File: config.mk
export PLATFORM = sky130hd
export DESIGN_NAME = integer_to_ascii_formatter
export DESIGN_NICKNAME = d
export VERILOG_FILES = /design/src/hdl/itoa_pkg.sv /design/src/hdl/itoa_front.sv /design/src/hdl/itoa_queue.sv /design/src/hdl/itoa_back.sv /design/src/hdl/integer_to_ascii_formatter.sv
export VERILOG_INCLUDE_DIRS = /design/src /design/src/hdl
export SDC_FILE = /design/constraint.sdc
export NUM_CORES = 1
export LEC_CHECK = 0
export BUFFER_PORTS_ARGS = -buffer_cell sky130_fd_sc_hd__buf_2
export CAP_MARGIN = 30
export CORE_MARGIN = 1
export CORE_UTILIZATION = 63
export DETAILED_ROUTE_END_ITERATION = 7
export HOLD_SLACK_MARGIN = 0.03
export PLACE_DENSITY_LB_ADDON = 0.3
export SYNTH_ARGS = -nofsm -noshare
export SYNTH_HDL_FRONTEND = slang
export SYNTH_SLANG_ARGS = --single-unit
File: constraint.sdc
create_clock -name clk -period 11.3 [get_ports clk]
set_input_delay 1.695 -clock clk [delete_from_list [all_inputs] [get_ports clk]]
set_output_delay 1.695 -clock clk [all_outputs]
set_load 0.02 [all_outputs]
File: src/hdl/integer_to_ascii_formatter_defines.svh
// Assertion macros for the integer to ASCII formatter.
// Used by the top level; relies on clk and rst_n in the including scope.
`ifndef INTEGER_TO_ASCII_FORMATTER_DEFINES_SVH
`define INTEGER_TO_ASCII_FORMATTER_DEFINES_SVH
`ifndef SYNTHESIS
// Condition must hold at every edge outside reset.
`define ITOA_ASSERT_ALWAYS(lbl, cond) \
  lbl: assert property (@(posedge clk) disable iff (!rst_n) (cond)) \
    else $error("itoa: invariant violated");
// Consequent must hold in the cycle after the antecedent.
`define ITOA_ASSERT_NEXT(lbl, ante, cons) \
  lbl: assert property (@(posedge clk) disable iff (!rst_n) (ante) |=> (cons)) \
    else $error("itoa: sequence violated");
`else
`define ITOA_ASSERT_ALWAYS(lbl, cond)
`define ITOA_ASSERT_NEXT(lbl, ante, cons)
`endif
`endif

File: src/hdl/itoa_pkg.sv
// Shared types, constants and helpers of the integer to ASCII formatter.
// No dependencies; imported by every module of the block.
package itoa_pkg;

  // Output length cap and derived counter width
  localparam int MAX_CHARS = 64;
  localparam int WIDTH_W   = 7;
  localparam int CAP_W     = $clog2(MAX_CHARS + 1);
  localparam int CNT_W     = (CAP_W > WIDTH_W) ? CAP_W : WIDTH_W;

  // Binary to BCD conversion
  localparam int VALUE_W    = 32;
  localparam int BCD_DIGITS = 10;
  localparam int STEP_W     = $clog2(VALUE_W);
  localparam int NDIG_W     = $clog2(VALUE_W + 1);

  // Queue between front and back
  localparam int QUEUE_DEPTH = 2;
  localparam int QPTR_W      = $clog2(QUEUE_DEPTH);
  localparam int QCNT_W      = $clog2(QUEUE_DEPTH + 1);

  // Conversion kinds
  localparam logic [2:0] KIND_SDEC = 3'd0;
  localparam logic [2:0] KIND_UDEC = 3'd1;
  localparam logic [2:0] KIND_BIN  = 3'd2;
  localparam logic [2:0] KIND_OCT  = 3'd3;
  localparam logic [2:0] KIND_HEXL = 3'd4;
  localparam logic [2:0] KIND_HEXU = 3'd5;

  // Flag bits
  localparam int FLAG_PLUS   = 0;
  localparam int FLAG_SPACE  = 1;
  localparam int FLAG_PREFIX = 2;
  localparam int FLAG_PAD    = 3;

  // ASCII codes
  localparam logic [7:0] CH_ZERO  = 8'h30;
  localparam logic [7:0] CH_MINUS = 8'h2D;
  localparam logic [7:0] CH_PLUS  = 8'h2B;
  localparam logic [7:0] CH_SPACE = 8'h20;
  localparam logic [7:0] CH_LOW_X = 8'h78;
  localparam logic [7:0] CH_UP_X  = 8'h58;
  localparam logic [7:0] CH_LOW_A = 8'h61;
  localparam logic [7:0] CH_UP_A  = 8'h41;

  typedef enum logic [1:0] {
    RX_DEC,
    RX_BIN,
    RX_OCT,
    RX_HEX
  } radix_t;

  typedef enum logic [2:0] {
    ST_IDLE,
    ST_CONV,
    ST_SIZE,
    ST_HEAD,
    ST_PAD,
    ST_DIGIT
  } back_state_t;

  typedef struct packed {
    logic signed [31:0] value;
    logic [2:0]         kind;
    logic [6:0]         field_width;
    logic [3:0]         format_flags;
  } in_item_t;

  typedef struct packed {
    logic [7:0] character;
    logic       last_char;
  } out_item_t;

  // Classified request handed from front to back
  typedef struct packed {
    logic [VALUE_W-1:0] mag;
    radix_t             radix;
    logic               upper;
    logic [7:0]         head0;
    logic [7:0]         head1;
    logic [1:0]         nhead;
    logic               pad_en;
    logic [6:0]         width;
  } desc_t;

  // Map a digit value to its ASCII character
  function automatic logic [7:0] digit_char(input logic [3:0] d, input logic upper);
    logic [7:0] ch;
    if (d < 4'd10) begin
      ch = CH_ZERO + {4'd0, d};
    end else if (upper) begin
      ch = CH_UP_A + {4'd0, d} - 8'd10;
    end else begin
      ch = CH_LOW_A + {4'd0, d} - 8'd10;
    end
    return ch;
  endfunction

endpackage

File: src/hdl/itoa_front.sv
// Front end: accepts requests and classifies them into sign/prefix, radix and magnitude.
// Depends on itoa_pkg; feeds itoa_queue.
module itoa_front
  import itoa_pkg::*;
(
  input  logic     in_valid,
  output logic     in_stall,
  input  in_item_t in_data,
  output logic     push,
  output desc_t    push_data,
  input  logic     q_full
);

  // Stall while the queue has no room
  assign in_stall = q_full;
  assign push     = in_valid && !q_full;

  // Classify the request
  always_comb begin
    push_data        = '0;
    push_data.mag    = $unsigned(in_data.value);
    push_data.radix  = RX_DEC;
    push_data.upper  = 1'b0;
    push_data.head0  = CH_ZERO;
    push_data.head1  = CH_ZERO;
    push_data.nhead  = 2'd0;
    push_data.pad_en = in_data.format_flags[FLAG_PAD];
    push_data.width  = in_data.field_width;
    unique case (in_data.kind)
      KIND_SDEC: begin
        if (in_data.value[31]) begin
          push_data.head0 = CH_MINUS;
          push_data.nhead = 2'd1;
          push_data.mag   = 32'd0 - $unsigned(in_data.value);
        end else if (in_data.format_flags[FLAG_PLUS]) begin
          push_data.head0 = CH_PLUS;
          push_data.nhead = 2'd1;
        end else if (in_data.format_flags[FLAG_SPACE]) begin
          push_data.head0 = CH_SPACE;
          push_data.nhead = 2'd1;
        end
      end
      KIND_BIN: begin
        push_data.radix = RX_BIN;
      end
      KIND_OCT: begin
        push_data.radix = RX_OCT;
        if (in_data.format_flags[FLAG_PREFIX]) begin
          push_data.nhead = 2'd1;
        end
      end
      KIND_HEXL, KIND_HEXU: begin
        push_data.radix = RX_HEX;
        push_data.upper = (in_data.kind == KIND_HEXU);
        push_data.head1 = (in_data.kind == KIND_HEXU) ? CH_UP_X : CH_LOW_X;
        if (in_data.format_flags[FLAG_PREFIX]) begin
          push_data.nhead = 2'd2;
        end
      end
      default: begin
        // unsigned decimal and unused kinds
        push_data.radix = RX_DEC;
      end
    endcase
  end

endmodule

File: src/hdl/itoa_queue.sv
// Short request queue between the front end and the back end.
// Depends on itoa_pkg for the descriptor type and depth.
module itoa_queue
  import itoa_pkg::*;
(
  input  logic  clk,
  input  logic  rst_n,
  input  logic  push,
  input  desc_t push_data,
  output logic  full,
  input  logic  pop,
  output desc_t pop_data,
  output logic  empty
);

  desc_t             entry_r [QUEUE_DEPTH];
  logic [QPTR_W-1:0] wr_ptr_r, wr_ptr_nxt;
  logic [QPTR_W-1:0] rd_ptr_r, rd_ptr_nxt;
  logic [QCNT_W-1:0] count_r, count_nxt;

  assign full     = (count_r == QCNT_W'(QUEUE_DEPTH));
  assign empty    = (count_r == '0);
  assign pop_data = entry_r[rd_ptr_r];

  // Advance pointers and occupancy
  always_comb begin
    wr_ptr_nxt = wr_ptr_r;
    rd_ptr_nxt = rd_ptr_r;
    count_nxt  = count_r;
    if (push) begin
      wr_ptr_nxt = (wr_ptr_r == QPTR_W'(QUEUE_DEPTH - 1)) ? '0 : wr_ptr_r + 1'b1;
    end
    if (pop) begin
      rd_ptr_nxt = (rd_ptr_r == QPTR_W'(QUEUE_DEPTH - 1)) ? '0 : rd_ptr_r + 1'b1;
    end
    if (push && !pop) begin
      count_nxt = count_r + 1'b1;
    end else if (pop && !push) begin
      count_nxt = count_r - 1'b1;
    end
  end

  always_ff @(posedge clk) begin
    if (!rst_n) begin
      wr_ptr_r <= '0;
      rd_ptr_r <= '0;
      count_r  <= '0;
    end else begin
      wr_ptr_r <= wr_ptr_nxt;
      rd_ptr_r <= rd_ptr_nxt;
      count_r  <= count_nxt;
    end
  end

  // Store the request
  always_ff @(posedge clk) begin
    if (push) begin
      entry_r[wr_ptr_r] <= push_data;
    end
  end

endmodule

File: src/hdl/itoa_back.sv
// Back end: converts the magnitude to digits and emits the characters one per cycle unless out_stall holds them.
// Depends on itoa_pkg; takes requests from itoa_queue.
module itoa_back
  import itoa_pkg::*;
(
  input  logic      clk,
  input  logic      rst_n,
  input  logic      q_empty,
  input  desc_t     q_data,
  output logic      pop,
  output logic      out_valid,
  input  logic      out_stall,
  output out_item_t out_data
);

  back_state_t state_r, state_nxt;

  desc_t                      desc_r;
  logic [VALUE_W-1:0]         shift_r;
  logic [BCD_DIGITS-1:0][3:0] bcd_r, bcd_adj, bcd_nxt;
  logic [NDIG_W-1:0]          bitsig_r, bitsig_nxt;
  logic [STEP_W-1:0]          step_r;
  logic [NDIG_W-1:0]          ndig_r, ndig_c;
  logic [CNT_W-1:0]           npad_r, npad_c;
  logic [CNT_W-1:0]           idx_r, idx_nxt;
  logic                       out_valid_r;
  out_item_t                  out_data_r;

  logic                       can_emit;
  logic                       emit;
  logic                       last_c;
  logic [7:0]                 char_c;
  logic [3:0]                 digit_c;
  logic                       bit_in;
  logic [BCD_DIGITS*4:0]      bcd_wide;
  logic [12:0]                oct_prod;
  logic [NDIG_W:0]            hex_sum;
  logic [CNT_W-1:0]           nat_c, total_c;
  logic [10:0][2:0]           oct_v;
  logic [7:0][3:0]            hex_v;

  assign can_emit  = !out_valid_r || !out_stall;
  assign out_valid = out_valid_r;
  assign out_data  = out_data_r;

  // Shift-and-add-3 step of the binary to BCD conversion
  always_comb begin
    bit_in = shift_r[VALUE_W-1];
    for (int i = 0; i < BCD_DIGITS; i++) begin
      bcd_adj[i] = (bcd_r[i] >= 4'd5) ? bcd_r[i] + 4'd3 : bcd_r[i];
    end
    bcd_wide    = {bcd_adj, bit_in};
    bcd_nxt     = bcd_wide[BCD_DIGITS*4-1:0];
    bitsig_nxt  = (bitsig_r != '0 || bit_in) ? bitsig_r + 1'b1 : bitsig_r;
  end

  // Count digits and pad zeros once conversion is done
  always_comb begin
    oct_prod = (13'(bitsig_r) + 13'd2) * 13'd43;
    hex_sum  = (NDIG_W + 1)'(bitsig_r) + (NDIG_W + 1)'(3);
    ndig_c   = NDIG_W'(1);
    unique case (desc_r.radix)
      RX_DEC: begin
        for (int i = 0; i < BCD_DIGITS; i++) begin
          if (bcd_r[i] != 4'd0) begin
            ndig_c = NDIG_W'(i + 1);
          end
        end
      end
      RX_BIN: begin
        if (bitsig_r != '0) ndig_c = bitsig_r;
      end
      RX_OCT: begin
        if (bitsig_r != '0) ndig_c = NDIG_W'(oct_prod[12:7]);
      end
      RX_HEX: begin
        if (bitsig_r != '0) ndig_c = NDIG_W'(hex_sum[NDIG_W:2]);
      end
    endcase
    nat_c   = CNT_W'(desc_r.nhead) + CNT_W'(ndig_c);
    total_c = nat_c;
    if (desc_r.pad_en && CNT_W'(desc_r.width) > nat_c) begin
      total_c = CNT_W'(desc_r.width);
    end
    if (total_c > CNT_W'(MAX_CHARS)) begin
      total_c = CNT_W'(MAX_CHARS);
    end
    npad_c = total_c - nat_c;
  end

  // Next state
  always_comb begin
    state_nxt = state_r;
    unique case (state_r)
      ST_IDLE: begin
        if (!q_empty) state_nxt = ST_CONV;
      end
      ST_CONV: begin
        if (step_r == STEP_W'(VALUE_W - 1)) state_nxt = ST_SIZE;
      end
      ST_SIZE: begin
        if (desc_r.nhead != 2'd0) begin
          state_nxt = ST_HEAD;
        end else if (npad_c != '0) begin
          state_nxt = ST_PAD;
        end else begin
          state_nxt = ST_DIGIT;
        end
      end
      ST_HEAD: begin
        if (can_emit && idx_r == CNT_W'(desc_r.nhead) - 1'b1) begin
          state_nxt = (npad_r != '0) ? ST_PAD : ST_DIGIT;
        end
      end
      ST_PAD: begin
        if (can_emit && idx_r == npad_r - 1'b1) state_nxt = ST_DIGIT;
      end
      ST_DIGIT: begin
        if (can_emit && idx_r == '0) state_nxt = ST_IDLE;
      end
      default: state_nxt = ST_IDLE;
    endcase
  end

  // Outputs of the sequencer: pop, emit and the character
  always_comb begin
    oct_v   = {1'b0, desc_r.mag};
    hex_v   = desc_r.mag;
    pop     = (state_r == ST_IDLE) && !q_empty;
    emit    = 1'b0;
    last_c  = 1'b0;
    char_c  = CH_ZERO;
    digit_c = 4'd0;
    unique case (desc_r.radix)
      RX_DEC: digit_c = bcd_r[idx_r[3:0]];
      RX_BIN: digit_c = {3'd0, desc_r.mag[idx_r[4:0]]};
      RX_OCT: digit_c = {1'b0, oct_v[idx_r[3:0]]};
      RX_HEX: digit_c = hex_v[idx_r[2:0]];
    endcase
    unique case (state_r)
      ST_HEAD: begin
        emit   = can_emit;
        char_c = (idx_r == '0) ? desc_r.head0 : desc_r.head1;
      end
      ST_PAD: begin
        emit   = can_emit;
        char_c = CH_ZERO;
      end
      ST_DIGIT: begin
        emit   = can_emit;
        char_c = digit_char(digit_c, desc_r.upper);
        last_c = (idx_r == '0);
      end
      default: begin
        emit = 1'b0;
      end
    endcase
  end

  // Index into the current phase: restart on phase change
  always_comb begin
    idx_nxt = idx_r;
    if (state_nxt != state_r) begin
      unique case (state_nxt)
        ST_DIGIT: idx_nxt = (state_r == ST_SIZE) ? CNT_W'(ndig_c) - 1'b1
                                                 : CNT_W'(ndig_r) - 1'b1;
        default:  idx_nxt = '0;
      endcase
    end else if (emit) begin
      idx_nxt = (state_r == ST_DIGIT) ? idx_r - 1'b1 : idx_r + 1'b1;
    end
  end

  // Control registers
  always_ff @(posedge clk) begin
    if (!rst_n) begin
      state_r     <= ST_IDLE;
      out_valid_r <= 1'b0;
    end else begin
      state_r <= state_nxt;
      if (emit) begin
        out_valid_r <= 1'b1;
      end else if (!out_stall) begin
        out_valid_r <= 1'b0;
      end
    end
  end

  // Datapath registers
  always_ff @(posedge clk) begin
    idx_r <= idx_nxt;
    if (pop) begin
      desc_r   <= q_data;
      shift_r  <= q_data.mag;
      bcd_r    <= '0;
      bitsig_r <= '0;
      step_r   <= '0;
    end else if (state_r == ST_CONV) begin
      shift_r  <= {shift_r[VALUE_W-2:0], 1'b0};
      bcd_r    <= bcd_nxt;
      bitsig_r <= bitsig_nxt;
      step_r   <= step_r + 1'b1;
    end
    if (state_r == ST_SIZE) begin
      ndig_r <= ndig_c;
      npad_r <= npad_c;
    end
    if (emit) begin
      out_data_r.character <= char_c;
      out_data_r.last_char <= last_c;
    end
  end

endmodule

File: src/hdl/integer_to_ascii_formatter.sv
// Channel   Direction  Payload     Handshake
// in_       input      in_item_t   in_valid / in_stall
// out_      output     out_item_t  out_valid / out_stall
//
// A number of N characters (1 to 64) is picked up by the back end, put
// through 32 steps of the shift-and-add-3 BCD loop and its field sized;
// then one character per cycle goes out unless out_stall holds it. The
// front end classifies and queues up to two further requests meanwhile.
// Synchronous active-low reset empties the queue and the output register.
// Top level of the integer to ASCII formatter; depends on itoa_pkg,
// itoa_front, itoa_queue, itoa_back and the assertion macro header.
`include "integer_to_ascii_formatter_defines.svh"

module integer_to_ascii_formatter
  import itoa_pkg::*;
(
  input  logic      clk,
  input  logic      rst_n,
  input  logic      in_valid,
  output logic      in_stall,
  input  in_item_t  in_data,
  output logic      out_valid,
  input  logic      out_stall,
  output out_item_t out_data
);

  logic  push;
  desc_t push_data;
  logic  q_full;
  logic  q_empty;
  logic  pop;
  desc_t pop_data;

  // Accept and classify
  itoa_front u_front (
    .in_valid  (in_valid),
    .in_stall  (in_stall),
    .in_data   (in_data),
    .push      (push),
    .push_data (push_data),
    .q_full    (q_full)
  );

  // Decouple front and back
  itoa_queue u_queue (
    .clk       (clk),
    .rst_n     (rst_n),
    .push      (push),
    .push_data (push_data),
    .full      (q_full),
    .pop       (pop),
    .pop_data  (pop_data),
    .empty     (q_empty)
  );

  // Convert and emit
  itoa_back u_back (
    .clk       (clk),
    .rst_n     (rst_n),
    .q_empty   (q_empty),
    .q_data    (pop_data),
    .pop       (pop),
    .out_valid (out_valid),
    .out_stall (out_stall),
    .out_data  (out_data)
  );

  // Pop only a filled queue
  `ITOA_ASSERT_ALWAYS(a_pop_nonempty, !pop || !q_empty)
  // An accepted request is queued in the next cycle
  `ITOA_ASSERT_NEXT(a_push_lands, in_valid && !in_stall, !q_empty)
  // After the final character is taken, no character follows at once
  `ITOA_ASSERT_NEXT(a_gap_after_last, out_valid && !out_stall && out_data.last_char, !out_valid)

endmodule
==> summary.md <==
| Metric | Value |
|---|---|
| Hold_buf cts | `0` |
| Post-CTS Resized | `0` |
| CTS tree | `done` |
| Worst hold slack | `0.477 ns` |
| Post-synthesis sequential area ratio | `48.3%` |
| 1st-pass router iterations | `5` |
| Layout area overhead | `9.37%` |
| First-pass GRT wire length | `56.2 mm` |
| Final min period | `9.88 ns` |
| Critical Path Max Stage Delay | `roughly 0.56 ns` |
| Cells after Synth | `~1,500` |
| Area of the die | `between 20,000 and 30,000 um^2` |
| R2R Setup Slk | `1.42 ns` |
| Die Y | `160 um` |
| Setup tns final | `0 ns` |
| DRT iter0 DRCs | `825` |
| CP arrival | `10.15 ns` |
| Syn. warnings | `0` |
| Max-cap viol count | `0` |
| Largest net degree at the start of global routing | `84` |
| Share of layout cells above drive strength 1 | `14.8%` |
| RSZ-0062 raised after global routing | `no` |
| Total power | `4.55 mW` |
| Worst reg-to-reg path cell count | `42` |
| Setup violators final | `0` |
| CORE AREA | `approximately 24,000 um^2` |
| Initial antenna violation count | `0` |
| Primary FF master, synth | `edfxtp_1` |
| Rows | `57` |
| Postcts setup bufs | `0` |
| Hold Startpoint | `u_back.step_r[4]` |
| Tot GR Track Use | `27.3%` |
| Crit path max fanout | `12` |
| Synthesized flop and latch total | `273` |
| Fraction of registers with async set/reset | `0%` |
| Post-synth EDFFs | `213` |
| GR Overflow Total | `0` |
| Max Clock Skew | `0.0380 ns` |
| CP Class | `flip-flop to flip-flop` |
| RePlAce Congestion | `0.920` |
| Final net count | `1,635` |
| DRT Wirelength | `34.9 mm` |
| Die W | `160 um` |
| Worst Setup Start Kind | `flip-flop` |
| DP Area | `16,300 um^2` |
| Layout fillers | `~1,700` |
| Fin. Hold Viols | `0` |
| Max-slew violation count | `0` |
| Peak VDD IR | `~0.17 mV` |
| DRC Markers | `0` |
| Fmax | `0.101 GHz` |
| Avg Inst Size Synth | `between 10 and 15 um^2` |
| IO buf count | `59` |
| FF-to-FF End | `u_back.idx_r[1]` |
| Vias in the first global route | `roughly 11,000` |
| Final Cycle Share | `87.4%` |
| Clk_lat worst skew | `about 0.56 ns` |
| DP Cell Count | `1,788` |
| CTS root buf | `clkbuf_16` |
| PwrDens | `265 nW/um^2` |
| Deepest clock path buffer count | `3` |
| Mapped Nets | `1,595` |
| Pre-CTS setup slack | `roughly 1.6 ns` |
| Lkg Pwr | `6.55 nW` |
| Worst endpoint required time | `~12 ns` |
| Reg2reg start | `u_back.bitsig_r[2]` |
| HP Class | `flip-flop to flip-flop` |
| Num CTS Buffers | `28` |
| Num Clock Sinks | `about 270` |
| Final Instance Area | `17,200 um^2` |
| Via Count | `between 10,000 and 15,000` |
| Post-detailed-route wirelength per cell | `19.0 um` |
| Synth unique cells | `90` |
| Status | `finished clean` |
| Clock slew at reported path FFs | `about 0.060 ns` |
| DP HPWL | `around 24 mm` |
| H-tree levels | `1` |
| Slowest cell on crit path | `dfxtp_1` |
| Final worst setup slack | `1.42 ns` |
| Syn Std Cell Area | `roughly 16,000 um^2` |
| Starting Density | `between 60 and 70%` |
| Routed Antenna Nets | `0` |
| Slew margin rel. | `between 30 and 40%` |
| Ports | `just over 60` |
| Antenna cells | `0` |
| Util after Layout | `70.5%` |
| Via-per-instance ratio | `around 6` |
| Critical Path Sink | `u_back.idx_r[1]` |
| Post-route insts no fill | `about 1,800` |
| CP Launch Point | `u_back.bitsig_r[2]` |
| Worst Max-Slew Pin Slew | `around 0.96 ns` |
| Crit end category | `flip-flop` |
## critical path, delay by kind of cell, from the launching register on
kind                       cells  cell delay (ns)
AOI/OAI and AO/OA             17             3.50
adders and majority gates      9             3.12
and+or+nand+nor                9             1.50
DFF                            1             0.56
buffers and inverters          5             0.47
xor gates and xnor gates       2             0.46
## flip-flops by register name, summed over array words and instances, names as in the netlist, named ones only
| name | count |
|---|---|
| u_queue.count_r | 2 |
| u_back.step_r | 5 |
| u_back.idx_r | 7 |
| u_back.desc_r | 19 |
| u_back.shift_r | 32 |
| u_back.state_r | 3 |
| u_queue.rd_ptr_r | 1 |
| u_back.bitsig_r | 6 |
| u_back.hex_v | 32 |
| u_queue.entry_r | 102 |
| u_back.out_valid | 1 |
| u_back.npad_r | 7 |
| u_queue.wr_ptr_r | 1 |
| u_back.out_data | 8 |
| u_back.bcd_r | 40 |
| u_back.ndig_r | 6 |
## cells in the mapped netlist, types with 14 or more instances
cell type | count | share of area, %
a21oi_1 | 91 | 2.9
clkbuf_1 | 47 | 1.1
dfxtp_1 | 60 | 7.6
edfxtp_1 | 213 | 41
ha_1 | 82 | 6.5
inv_1 | 83 | 2.0
mux2_2 | 56 | 4.0
mux2i_1 | 21 | 1.3
mux4_2 | 26 | 3.7
nand2_1 | 193 | 4.6
nand2b_1 | 22 | 0.88
nand3_1 | 43 | 1.4
nor2_1 | 84 | 2.0
nor3_1 | 15 | 0.48
o21ai_0 | 76 | 2.4
o31ai_1 | 14 | 0.67
xnor2_1 | 58 | 3.2
xor2_1 | 35 | 2.0
## power by group
group / total, mW / switching (mW) / internal (mW)
clock network: 0.904 / 0.377 / 0.527
logic: 1.97 / 1.20 / 0.776
registers: 1.67 / 0.210 / 1.46
## cell type report
type | instances | area, um^2 | area share, %
clock buffer | 43 | 787 | 4.58
tap | 324 | 405 | 2.36
sequential | 273 | 7600 | 44.2
timing repair buffer | 71 | 385 | 2.24
inverter | 84 | 318 | 1.85
multi-input combinational | 1036 | 7570 | 44.1
clock inverter | 9 | 121 | 0.706
## cells in the final DEF (no fill, tap or decap), types with 43 or more instances in the layout
master    Yosys  layout
a21oi_1      91      91
o21ai_0      76      76
ha_1         82      82
nor2_1       84      83
nand3_1      43      43
nand2_1     193     193
xnor2_1      58      58
buf_2         3      59
mux2_2       56      56
inv_1        83      83
dfxtp_1      60      59
edfxtp_1    213     213
## cell families (layout without fill, tap and decap cells)
logic type,count (synthesis),in the layout,synth area share (%)
compound gates,299,299,12.4
xor+xnor,96,96,5.53
fa+ha+maj,91,91,7.67
buf+inv,145,207,3.56
flops,273,273,48.3
mux,103,103,9.08
other cells,1,1,0.0239
simple gates,446,446,13.4
## worst min-delay path by stage
stage,end,cells past startpoint
5_1_grt,u_back.step_r[4],2
6_report,u_back.step_r[4],2
4_1_cts,u_back.step_r[4],2
3_5_place_dp,u_back.step_r[4],2
3_3_place_gp,u_back.step_r[4],2
2_1_floorplan,u_back.step_r[4],2
## layer usage
layer  vias to the layer above  track usage, %  wire length [um]
li1                       5396               -                 -
met1                      5504            37.0             15000
met2                       377            45.6             16800
met3                        79            3.69              2090
met4                         0            8.83              1010
met5                         -               0                 0
(Power assumes the default switching activity.)
